**src/jmp_pkg.sv**
```systemverilog
// Shared types and constants of the joint matrix palette unit.
`default_nettype none

package jmp_pkg;

    // Item opcodes.
    localparam logic [2:0] OP_START  = 3'd0;
    localparam logic [2:0] OP_TS     = 3'd1;
    localparam logic [2:0] OP_ROT    = 3'd2;
    localparam logic [2:0] OP_IB     = 3'd3;
    localparam logic [2:0] OP_COMMIT = 3'd4;

    localparam logic signed [31:0] INT32_MAX = 32'sh7FFF_FFFF;
    localparam logic signed [31:0] INT32_MIN = -32'sh7FFF_FFFF - 32'sd1;

    // Which product schedule the lanes are running.
    typedef enum logic [1:0] {
        PH_ROT = 2'd0,
        PH_SCL = 2'd1,
        PH_WLD = 2'd2,
        PH_SKN = 2'd3
    } phase_t;

    // Control word that travels with the operands through the lanes.
    typedef struct packed {
        logic       issue;
        logic       first;
        logic       last;
        logic       fin;
        phase_t     phase;
        logic [1:0] col;
        logic [1:0] k;
    } ctrl_t;

    typedef struct packed {
        ctrl_t ctrl;
        logic  sat_any;
    } merge_info_t;

    // Quaternion operands of the nine rotation products:
    // xx yy zz xy xz yz wx wy wz, quaternion order x y z w.
    function automatic logic [1:0] prod_a_sel(input logic [3:0] idx);
        logic [1:0] s;
        case (idx)
            4'd0: s = 2'd0;
            4'd1: s = 2'd1;
            4'd2: s = 2'd2;
            4'd3: s = 2'd0;
            4'd4: s = 2'd0;
            4'd5: s = 2'd1;
            4'd6: s = 2'd3;
            4'd7: s = 2'd3;
            4'd8: s = 2'd3;
            default: s = 2'd0;
        endcase
        return s;
    endfunction

    function automatic logic [1:0] prod_b_sel(input logic [3:0] idx);
        logic [1:0] s;
        case (idx)
            4'd0: s = 2'd0;
            4'd1: s = 2'd1;
            4'd2: s = 2'd2;
            4'd3: s = 2'd1;
            4'd4: s = 2'd2;
            4'd5: s = 2'd2;
            4'd6: s = 2'd0;
            4'd7: s = 2'd1;
            4'd8: s = 2'd2;
            default: s = 2'd0;
        endcase
        return s;
    endfunction

endpackage

`default_nettype wire

```
**src/jmp_lane.sv**
```systemverilog
// One multiply-accumulate lane: registered product, shifted and summed.
`default_nettype none

module jmp_lane #(
    parameter int FRAC_BITS = 16
) (
    input  wire logic                        aclk,
    input  wire logic                        aresetn,
    input  wire jmp_pkg::ctrl_t              ctrl_in,
    input  wire logic signed [31:0]          a,
    input  wire logic signed [31:0]          b,
    output jmp_pkg::ctrl_t                   ctrl_out,
    output logic signed [66-FRAC_BITS-1:0]   acc
);

    localparam int PW = 64 - FRAC_BITS;
    localparam int AW = PW + 2;

    logic signed [63:0]  prod_reg;
    logic signed [AW-1:0] acc_reg;
    logic signed [PW-1:0] shifted;
    jmp_pkg::ctrl_t      c1_reg;
    jmp_pkg::ctrl_t      c2_reg;
    jmp_pkg::ctrl_t      c2_next;

    // Arithmetic shift of the exact product: truncation toward minus infinity.
    assign shifted = prod_reg[63:FRAC_BITS];

    // The sum leaves the lane only after the last term of a column.
    always_comb begin
        c2_next       = c1_reg;
        c2_next.issue = c1_reg.issue & c1_reg.last;
    end

    always_ff @(posedge aclk) begin
        if (!aresetn) begin
            c1_reg.issue <= 1'b0;
            c2_reg.issue <= 1'b0;
        end else begin
            c1_reg <= ctrl_in;
            c2_reg <= c2_next;
        end
    end

    always_ff @(posedge aclk) begin
        prod_reg <= a * b;
        if (c1_reg.issue) begin
            acc_reg <= (c1_reg.first ? '0 : acc_reg) + AW'(shifted);
        end
    end

    assign ctrl_out = c2_reg;
    assign acc      = acc_reg;

endmodule

`default_nettype wire

```
**config.mk**
```make
export PLATFORM = sky130hd
export DESIGN_NAME = jmp_lane
export DESIGN_NICKNAME = d
export VERILOG_FILES = /design/src/jmp_pkg.sv /design/src/jmp_lane.sv
export SDC_FILE = /design/constraint.sdc
export NUM_CORES = 2
export LEC_CHECK = 0
export ABC_AREA = 0
export BUFFER_PORTS_ARGS = -buffer_cell sky130_fd_sc_hd__buf_4
export CORE_AREA = 3 3 336 338
export CTS_CLUSTER_SIZE = 40
export DETAILED_ROUTE_END_ITERATION = 10
export DIE_AREA = 0 0 339 341
export SYNTH_ARGS = -nofsm -noshare
export SYNTH_HDL_FRONTEND = slang
export SYNTH_SLANG_ARGS = --single-unit
```
**constraint.sdc**
```tcl
create_clock -name aclk -period 30.5 [get_ports aclk]
set_input_delay 9.15 -clock aclk [delete_from_list [all_inputs] [get_ports aclk]]
set_output_delay 9.15 -clock aclk [all_outputs]
set_load 0.01 [all_outputs]
```
Word-level counts from Yosys, hierarchy flattened --
Index checks and enable logic that the tools add are counted.
Cells by class: add/sub/neg operators 1, multipliers 1, mux-type cells 1, bitwise operators 1
Operator list (count):
- multiplier 32 x 32 -> 64 bit | 1
- adder 50 bit | 1
- 2-to-1 mux 50 bit | 1
- bitwise AND 1 bit | 1
Word-level totals: register bits 134, output and inout port bits 60, word-level logic and storage cells 20

Longest topological paths before layout --
depth in word-level cells 2, gate-level depth with buffers 28, gate-level depth less buffers 27

Worst setup path after synthesis --
No wires, ideal clock.
path type input-to-reg, from input port b[2], to register prod_reg[61], setup time 95 ps, arrival 16402 ps, required time 30405 ps, slack 14002 ps, cell stages on the path 25, cell sequence clkbuf_1 nand2_1 inv_1 fa_1 fa_1 fa_1 inv_1 fa_1 inv_1 fa_1 fa_1 inv_1 fa_1 fa_1 inv_1 ha_1 a21o_1 a21o_1 a21oi_1 nor2_1 nor2_1 nor2b_1 nor2_1 or4b_1 o311ai_1
On the way: cells in the longest elaborated chain, start to end 1
Ends and longest elaborated chain:
- start, declared | line jmp_lane.sv:11 | input wire logic signed [31:0] b,
- multiplier 32 x 32 -> 64 bit | line jmp_lane.sv:46 | prod_reg <= a * b;
- end signal, assigned | line jmp_lane.sv:46
- end, declared | line jmp_lane.sv:19 | logic signed [63:0] prod_reg;
No other way between the ends. A chain may end at the register's enable or synchronous reset.

Worst setup path in the final report --
Ends and elaborated chain as after synthesis.

==> flow_summary.json <==
{
  "run_status": "finished, final reports clean",
  "largest_reg_flops": 50,
  "slew_violations": 0,
  "skew_ps": 10.5,
  "yosys.area_share.simple": 0.159,
  "ys_warn_count": 0,
  "synth_cells": 4320,
  "dpl.hpwl_um": 87500,
  "final_antenna_net_count": 0,
  "synth_cell_types": 80,
  "drive_gt1_frac": 0.0461,
  "synth_edf_count": 68,
  "grt.total_usage": 0.195,
  "synth_area_leaders": "fa_1 52%, inv_1 8.7%, and2_1 7.8%",
  "io_buffers": 135,
  "io_pins": 136,
  "post_cts_resized": 0,
  "synth_top_area_cell": "fa_1",
  "dp_slack_ps": 13160,
  "firstDrtPassIters": 5,
  "ys.flop_type": "edfxtp_1",
  "avgSynthCellArea_um2": 9.65,
  "grt-ovfl-total": 0,
  "path_clk_slew_ps": 60,
  "cp_max_fo": 32,
  "cts_max_level": 4,
  "cts_tree": "built",
  "period_share": 0.552,
  "core_um2": 110000,
  "synth-xor-area-share": 0.0221,
  "grt_antenna_before_repair": 4,
  "wirelength_um": 107000,
  "synth_seq_cells": 118,
  "layout_commonest_cell": "fa_1",
  "synth_top_area_frac": 0.520,
  "rsz0062_at_grt": "no",
  "hold_class": "reg -> reg",
  "fmax_mhz": 59.4,
  "setup_violations": 0,
  "yosys.area_share.adder": 0.588,
  "initial_utilization": 0.378,
  "globalplace.congestion": 0.855,
  "cts.sinks": 118,
  "hold_violations": 0,
  "finalSetupTns_ps": 0,
  "seq_area_frac_synth": 0.0730,
  "synthArstFlopShare": 0,
  "cts_made_buffers": 17,
  "area.growth.synth_to_final_pct": 6.54,
  "drt_iter0_markers": 1273,
  "design_area_um2": 44400,
  "cts_hold_buffers": 0,
  "mostFrequentLayoutCells": "1082 x fa_1, 961 x inv_1, 526 x nand2_1, 522 x and2_1, 229 x ha_1",
  "core.rowCount": 122,
  "synth_nets": 5707,
  "synth_top_family_by_area": "adder cells",
  "cap_viol_max_count": 0,
  "path_class": "in -> reg",
  "grt_pass1_vias": 32944,
  "cp.arrival_ps": 17180,
  "cts_max_path_buffers": 2,
  "wl_per_cell_um": 18.6,
  "synth_compound_area_frac": 0.0515,
  "nets": 5651,
  "grt_pass1_wl_um": 178000,
  "post-route-drc-count": 0,
  "post-cts-setup-buffer-count": 0,
  "vias_per_cell": 4.96,
  "fin_ws_ps": 13650,
  "worstMarginPinSlew_ps": 738,
  "synthesis.area_um2": 41700,
  "vias": 28617,
  "timing.slew.headroom": 0.496,
  "root_buffer": "clkbuf_16",
  "period_minus_slack_ps": 16850,
  "postPlaceCellArea_um2": 43800,
  "die_x_um": 339,
  "synth.area.mux_share": 0.000240,
  "fp.dieH_um": 341,
  "whs_ps": 416,
  "endpoint_kind": "flop",
  "start_kind": "primary input",
  "r2r_cells": 15,
  "dieArea_um2": 116000,
  "holdPathStages": 0,
  "cp.required_ps": 30830,
  "worstSkewPairLatency_ps": 420,
  "grt_start_max_net_pins": 52
}
-- cell type report --
cell class,count,area (um^2)
multi-input cells,3027,34200
clock buffers,19,464
fillers,11052,66000
repair buffers,139,1040
well taps,1488,1860
diodes,2,5.00
inverters,961,3610
flip-flops and latches,118,3040
clock inverters,13,168
-- stage by stage --
stage                util  instances
finish              0.402       5767
global route        0.402       5765
CTS                 0.402       5765
detailed placement  0.397       5733
global placement    0.397       5733
floorplan               -       4320
-- critical path: stages --
cell	delay, ps
buf_4	330
nand2_1	160
inv_1	160
fa_1	460
fa_1	500
fa_1	920
inv_1	140
fa_1	860
inv_1	360
fa_1	560
fa_1	550
inv_1	50
fa_1	480
fa_1	530
inv_1	50
ha_1	330
a21o_1	170
a21o_1	160
a21oi_1	170
nor2_1	50
nor2_1	200
nor2b_1	90
nor2_1	130
or4b_1	450
o311ai_1	100
-- logic make-up after synthesis --
group,after synthesis
buf+inv,1175
xor+xnor,105
simple gates,1297
fa+ha+maj,1311
mux,1
compound gates,313
flops,118
-- cells in the mapped netlist, types with 3 or more instances --
cell / instances
a211o_1: 3
a211oi_1: 10
a21o_1: 64
a21oi_1: 90
a21oi_2: 3
a311oi_1: 5
a31oi_1: 11
and2_1: 522
and3_1: 15
and4_1: 4
buf_2: 6
clkbuf_1: 206
dfxtp_1: 50
edfxtp_1: 68
fa_1: 1082
ha_1: 229
inv_1: 961
nand2_1: 526
nand2b_1: 18
nand3_1: 24
nand4_1: 16
nor2_1: 73
nor2b_1: 57
nor3_1: 22
nor4_1: 3
o211ai_1: 8
o21a_1: 11
o21ai_0: 46
o21ai_1: 5
o21bai_1: 15
o31ai_1: 4
xnor2_1: 68
xor2_1: 37
-- path summary, 6_finish.rpt --
check                 start  slack, ps      endpoint
hold reg to reg   c1_reg[5]        420   ctrl_out[5]
setup / recovery       b[2]      13650  prod_reg[61]
setup reg to reg  c1_reg[8]      26430       acc[44]
hold / removal    c1_reg[5]        420   ctrl_out[5]
-- per-layer routing --
layer / vias up / GRT usage / wire length, um
li1: 12576 / - / -
met1: 15274 / 0.227 / 40700
met2: 589 / 0.370 / 58200
met3: 178 / 0.0180 / 3550
met4: 0 / 0.0763 / 5000
met5: - / 0 / 0
Power is left out: the tool's default activity adds up to more than one toggle a clock period on the data nets, which glitch-free logic cannot reach.
