**src/jmp_pkg.sv**
```systemverilog
// Shared types and constants of the joint matrix palette unit.
`default_nettype none

package jmp_pkg;

    // Item opcodes.
    localparam logic [2:0] OP_START  = 3'd0;
    localparam logic [2:0] OP_TS     = 3'd1;
    localparam logic [2:0] OP_ROT    = 3'd2;
    localparam logic [2:0] OP_IB     = 3'd3;
    localparam logic [2:0] OP_COMMIT = 3'd4;

    localparam logic signed [31:0] INT32_MAX = 32'sh7FFF_FFFF;
    localparam logic signed [31:0] INT32_MIN = -32'sh7FFF_FFFF - 32'sd1;

    // Which product schedule the lanes are running.
    typedef enum logic [1:0] {
        PH_ROT = 2'd0,
        PH_SCL = 2'd1,
        PH_WLD = 2'd2,
        PH_SKN = 2'd3
    } phase_t;

    // Control word that travels with the operands through the lanes.
    typedef struct packed {
        logic       issue;
        logic       first;
        logic       last;
        logic       fin;
        phase_t     phase;
        logic [1:0] col;
        logic [1:0] k;
    } ctrl_t;

    typedef struct packed {
        ctrl_t ctrl;
        logic  sat_any;
    } merge_info_t;

    // Quaternion operands of the nine rotation products:
    // xx yy zz xy xz yz wx wy wz, quaternion order x y z w.
    function automatic logic [1:0] prod_a_sel(input logic [3:0] idx);
        logic [1:0] s;
        case (idx)
            4'd0: s = 2'd0;
            4'd1: s = 2'd1;
            4'd2: s = 2'd2;
            4'd3: s = 2'd0;
            4'd4: s = 2'd0;
            4'd5: s = 2'd1;
            4'd6: s = 2'd3;
            4'd7: s = 2'd3;
            4'd8: s = 2'd3;
            default: s = 2'd0;
        endcase
        return s;
    endfunction

    function automatic logic [1:0] prod_b_sel(input logic [3:0] idx);
        logic [1:0] s;
        case (idx)
            4'd0: s = 2'd0;
            4'd1: s = 2'd1;
            4'd2: s = 2'd2;
            4'd3: s = 2'd1;
            4'd4: s = 2'd2;
            4'd5: s = 2'd2;
            4'd6: s = 2'd0;
            4'd7: s = 2'd1;
            4'd8: s = 2'd2;
            default: s = 2'd0;
        endcase
        return s;
    endfunction

endpackage

`default_nettype wire

```
**src/jmp_merge.sv**
```systemverilog
// Merging stage: saturates the lane sums and combines their overflow flags.
`default_nettype none

module jmp_merge #(
    parameter int FRAC_BITS = 16
) (
    input  wire logic                       aclk,
    input  wire logic                       aresetn,
    input  wire jmp_pkg::ctrl_t             ctrl_in [4],
    input  wire logic signed [66-FRAC_BITS-1:0] acc [4],
    output jmp_pkg::merge_info_t            info,
    output logic signed [31:0]              sat_val [4],
    output logic signed [64-FRAC_BITS-1:0]  raw [4]
);

    localparam int PW = 64 - FRAC_BITS;
    localparam int AW = PW + 2;

    logic                 valid_reg;
    jmp_pkg::ctrl_t       ctrl_reg;
    logic                 sat_any_reg;
    logic signed [31:0]   sat_reg [4];
    logic signed [PW-1:0] raw_reg [4];
    logic signed [31:0]   sat_c [4];
    logic [3:0]           ovf_c;

    always_comb begin
        for (int r = 0; r < 4; r++) begin
            if (acc[r] > AW'(jmp_pkg::INT32_MAX)) begin
                sat_c[r] = jmp_pkg::INT32_MAX;
                ovf_c[r] = 1'b1;
            end else if (acc[r] < AW'(jmp_pkg::INT32_MIN)) begin
                sat_c[r] = jmp_pkg::INT32_MIN;
                ovf_c[r] = 1'b1;
            end else begin
                sat_c[r] = acc[r][31:0];
                ovf_c[r] = 1'b0;
            end
        end
    end

    always_ff @(posedge aclk) begin
        if (!aresetn) begin
            valid_reg <= 1'b0;
        end else begin
            valid_reg <= ctrl_in[0].issue & ctrl_in[1].issue
                       & ctrl_in[2].issue & ctrl_in[3].issue;
        end
    end

    always_ff @(posedge aclk) begin
        ctrl_reg    <= ctrl_in[0];
        sat_any_reg <= |ovf_c;
        for (int r = 0; r < 4; r++) begin
            sat_reg[r] <= sat_c[r];
            raw_reg[r] <= acc[r][PW-1:0];
        end
    end

    always_comb begin
        info.ctrl       = ctrl_reg;
        info.ctrl.issue = valid_reg;
        info.sat_any    = sat_any_reg;
    end

    assign sat_val = sat_reg;
    assign raw     = raw_reg;

endmodule

`default_nettype wire

```
**config.mk**
```make
export PLATFORM = sky130hd
export DESIGN_NAME = jmp_merge
export DESIGN_NICKNAME = d
export VERILOG_FILES = /design/src/jmp_pkg.sv /design/src/jmp_merge.sv
export SDC_FILE = /design/constraint.sdc
export NUM_CORES = 1
export LEC_CHECK = 0
export ABC_AREA = 0
export BUFFER_PORTS_ARGS = -buffer_cell sky130_fd_sc_hd__buf_2
export CAP_MARGIN = 10
export CORE_AREA = 2 2 225 227
export DETAILED_ROUTE_END_ITERATION = 8
export DIE_AREA = 0 0 227 229
export SLEW_MARGIN = 20
export SYNTH_ARGS = -nofsm -noshare
export SYNTH_HDL_FRONTEND = slang
export SYNTH_SLANG_ARGS = --single-unit
```
**constraint.sdc**
```tcl
create_clock -name aclk -period 2.12 [get_ports aclk]
set_clock_uncertainty 0.05 [all_clocks]
set_input_delay 0.424 -clock aclk [delete_from_list [all_inputs] [get_ports aclk]]
set_output_delay 0.424 -clock aclk [all_outputs]
set_load 0.005 [all_outputs]
```
; ---- Word-level counts from Yosys, hierarchy flattened
; Index checks and enable logic that the tools add are counted.
[word_totals]
output_inout_bits = 331
register_bits = 331
[op_classes]
reduce_logical = 1
n_bitwise = 3
muxes = 12
n_lt_le_gt_ge = 8
[op_table]
columns = cell, count
row1 = $gt 50x32->1 const B, 4
row2 = $lt 50x32->1 const B, 4
row3 = $mux 32, 4
row4 = $mux 1, 8
row5 = $reduce_or 4->1, 1
row6 = $and 1x1->1, 3

; ---- Longest topological paths before layout
[logic_depth]
word_depth = 4
depth_mapped = 6
mapped_depth_nobuf = 5

; ---- Least setup slack after synthesis
; OpenSTA, ideal clock, no wires.
[synth_path]
path_type = input-to-reg
start = input acc[48] (netlist bit)
end = register sat_any_reg
t_arrival_ns = 1.691
path_buffers = 0
slack_ns = 0.259
cell_stages = 4
path_cell_list = or4_1 > o41ai_2 > nand4_1 > or2_1
[synth_between]
elab_chain_len = 4
word_cells_on_any_way = 5
cone_classes = order compare: 2 / mux: 2 / reduce/logical: 1
[synth_lines]
columns = item, line
row1 = "start, declared", jmp_merge.sv:10  ; input wire logic signed [66-FRAC_BITS-1:0] acc [4],
row2 = $lt 50x32->1, jmp_merge.sv:32  ; end else if (acc[r] < AW'(jmp_pkg::INT32_MIN)) begin
row3 = $mux 1, jmp_merge.sv:32
row4 = $mux 1 *, jmp_merge.sv:29  ; if (acc[r] > AW'(jmp_pkg::INT32_MAX)) begin
row5 = $reduce_or 4->1 *, jmp_merge.sv:53  ; sat_any_reg <= |ovf_c;
row6 = "end signal, assigned", jmp_merge.sv:53
row7 = "end, declared", jmp_merge.sv:21  ; logic sat_any_reg;
; Mark *: on every way between the ends. The rest lies on a longest branch, timed or not.
; A chain may end at the register's enable or synchronous reset.

; ---- Final worst setup path
[layout_path]
start = input acc[133] (netlist bit)
end = register sat_any_reg
; The elaborated chain is that of the path after synthesis.

==> results.md <==
- Outcome: finished, violations left
- Failing checks: negative setup slack
- Slew Limit Fails: 0
- Clk sink count: 331
- Syn. warnings: 0
- Slew @ Worst Pin: 767.7 ps
- Final min period: 2166 ps
- Initial antenna violation count: 6
- Pin count of the biggest net entering global routing: 32
- Pre-CTS setup slack: -426.6 ps
- Syn_nets: 913
- Area growth, synth to finish: 86.45%
- Via/cell ratio: 3.622
- Worst setup margin: -46.32 ps
- Post-synthesis cell area: 0.008109 mm2
- GR Overflow Total: 0
- CTS Buf Count: 35
- Vias: 7758
- Pwr/cell area: 931.9 mW/mm2
- Worst Hold Class: input pin to flip-flop
- M1 WL: 12190 um
- Routed Antenna Nets: 0
- Fmax: 0.4616 GHz
- Max reg flops: 192
- Core Region: 0.04966 mm2
- Die Height: 229 um
- Clock buffer depth: 3
- Boundary pin count: 573
- FF/Latch Area: 0.006626 mm2
- Starting Density: 16.33%
- CTS tree: yes
- All-Layer GR Usage: 11.70%
- Max Cap Violations: 0
- CP endpoint kind: flip-flop
- Worst Path Required: 2490 ps
- PortBufs: 545
- Core Rows: 82
- Yosys reg bits: 331
- WL met2: 16600 um
- Die width: 227 um
- Global-route wire length before repair: 45330 um
- Hpwl dp: 23050 um
- Root Buffer: clkbuf_16
- Mapped Avg Cell Area: 12.08 um2
- DR top layer: met5
- H-tree Lvls: 2
- Startpoint Class: input pin
- Routed wire length: 33450 um
- DR iter-0 viols: 168
- Placer Congestion: 0.7943
- Fillers: 5030
- RSZ-0062 raised after global routing: true
- Pre-antenna DRT Iters: 4
- Maximum vdd drop: 0.7661 mV
- Unique masters post-synth: 14
- Leading cell type in the layout, fill and taps excluded: buf_2
- Clock transition at path regs: 70 ps
- Die ar.: 0.05198 mm2
- Number of remaining DRC errors: 0
- Final setup fails: 6
- Slew HR: 48.35%
- DR WL met3: 3426 um
- Post-Route Setup TNS: -82.40 ps
- Hold Path Depth: 1
- Nets: 1686
- DR WL/cell: 15.61 um
- Layout cells sized above 1: 43.90%
- Mapped Cells: 671
- Worst Path Arrival: 2540 ps
- Commonest non-fill, non-tap cells in the layout: buf_2 (543), dfxtp_1 (331), nand2_1 (253), dlygate4sd3_1 (194), clkbuf_16 (40)
- Register area share after synthesis: 81.72%
- Setup Crit Path Kind: input pin to flip-flop
- Hold_sp: acc[99]
- Fin crit share: 102.2%
- Pleak: 7.225 nW
- Hold Vio Cnt, Final: 0
- WHS Endpoint: sat_val[63]$_SDFF_PN0_
- Peak fanout along the critical path: 3
- Multi-input logic area: 0.001456 mm2
- Vias in the first global route: 8067
- Final hold slack: 35.41 ps
## metrics by stage
| step | cells | power [W] | util (%) | instance area, um2 |
|---|---|---|---|---|
| final | 2142 | 0.01409 | 30.45 | 15120 |
| after global routing | 2142 | 0.01468 | 30.45 | 15120 |
| after CTS | 2137 | 0.01424 | 30.11 | 14950 |
| after detailed placement | 1883 | 0.007853 | 23.89 | 11870 |
| after global placement | 1883 | 0.007838 | 23.89 | 11870 |
| after floorplan | 671 | 0.007052 | - | 8109 |
## cells in the mapped netlist (all sizes together)
| cell type | instances | area (um2) |
|---|---|---|
| dfxtp | 331 | 6626 |
| nand2 | 253 | 949.7 |
| buf | 26 | 135.1 |
| nand4 | 18 | 112.6 |
| nor4 | 12 | 75.07 |
| or4 | 8 | 60.06 |
| nand3 | 5 | 25.02 |
| clkbuf | 4 | 15.01 |
| inv | 4 | 15.01 |
| o21ai | 4 | 20.02 |
| o41ai | 4 | 65.06 |
| nor2 | 1 | 3.750 |
| or2 | 1 | 6.260 |
## layer usage
metal	track usage, %	vias up
li1	-	3676
met1	11.34	3584
met2	21.23	418
met3	4.978	74
met4	5.515	6
met5	0	-
## where the power goes
part           switching (W)  leakage (nW)  internal, W
registers          0.0000935          2.79      0.00659
clock network        0.00245         0.569      0.00359
logic               0.000640          3.87     0.000738
## final cells by class
class | instances | share of cell area (%)
inverters | 4 | 0.09930
flip-flops and latches | 331 | 43.83
multi-input cells | 306 | 9.633
diodes | 3 | 0.04965
clock buffers | 49 | 6.951
clock inverters | 11 | 0.6207
well taps | 672 | 5.561
repair buffers | 766 | 33.26
## worst max path at each step
stage,start,end,depth (start not counted),slack [ps]
detailed placement,acc[84],sat_val[61]$_SDFF_PN1_,7,-430
global route,acc[133],sat_any_reg$_DFF_P_,8,-20
finish,acc[133],sat_any_reg$_DFF_P_,8,-50
floorplan,acc[48],sat_any_reg$_DFF_P_,4,260
global placement,acc[84],sat_any_reg$_DFF_P_,8,-470
CTS,acc[97],sat_val[51]$_SDFF_PN1_,6,10
## timing repair
action,in CTS,in global routing
hold buffers,194,0
gates resized for setup,0,13
endpoints found under the hold margin,194,0
setup buffers,0,1
setup endpoints to repair,0,107
## critical path, stage by stage
cell and delay [ps]:
dlygate4sd3_1 530, buf_2 150, nor4_2 330, nand3_2 150
o41ai_4 440, buf_6 200, nand4_1 80, or2_1 220
## kinds of logic (layout without fill, tap and decap cells)
kind of cell | Yosys count | in the layout | synth area share [%]
AO/OA/AOI/OAI | 8 | 8 | 1.049
buffers and inverters | 34 | 830 | 2.037
flip-flops | 331 | 331 | 81.72
other | 0 | 3 | 0
AND/OR/NAND/NOR | 298 | 298 | 15.20
Power figures use the tool's default switching activity.
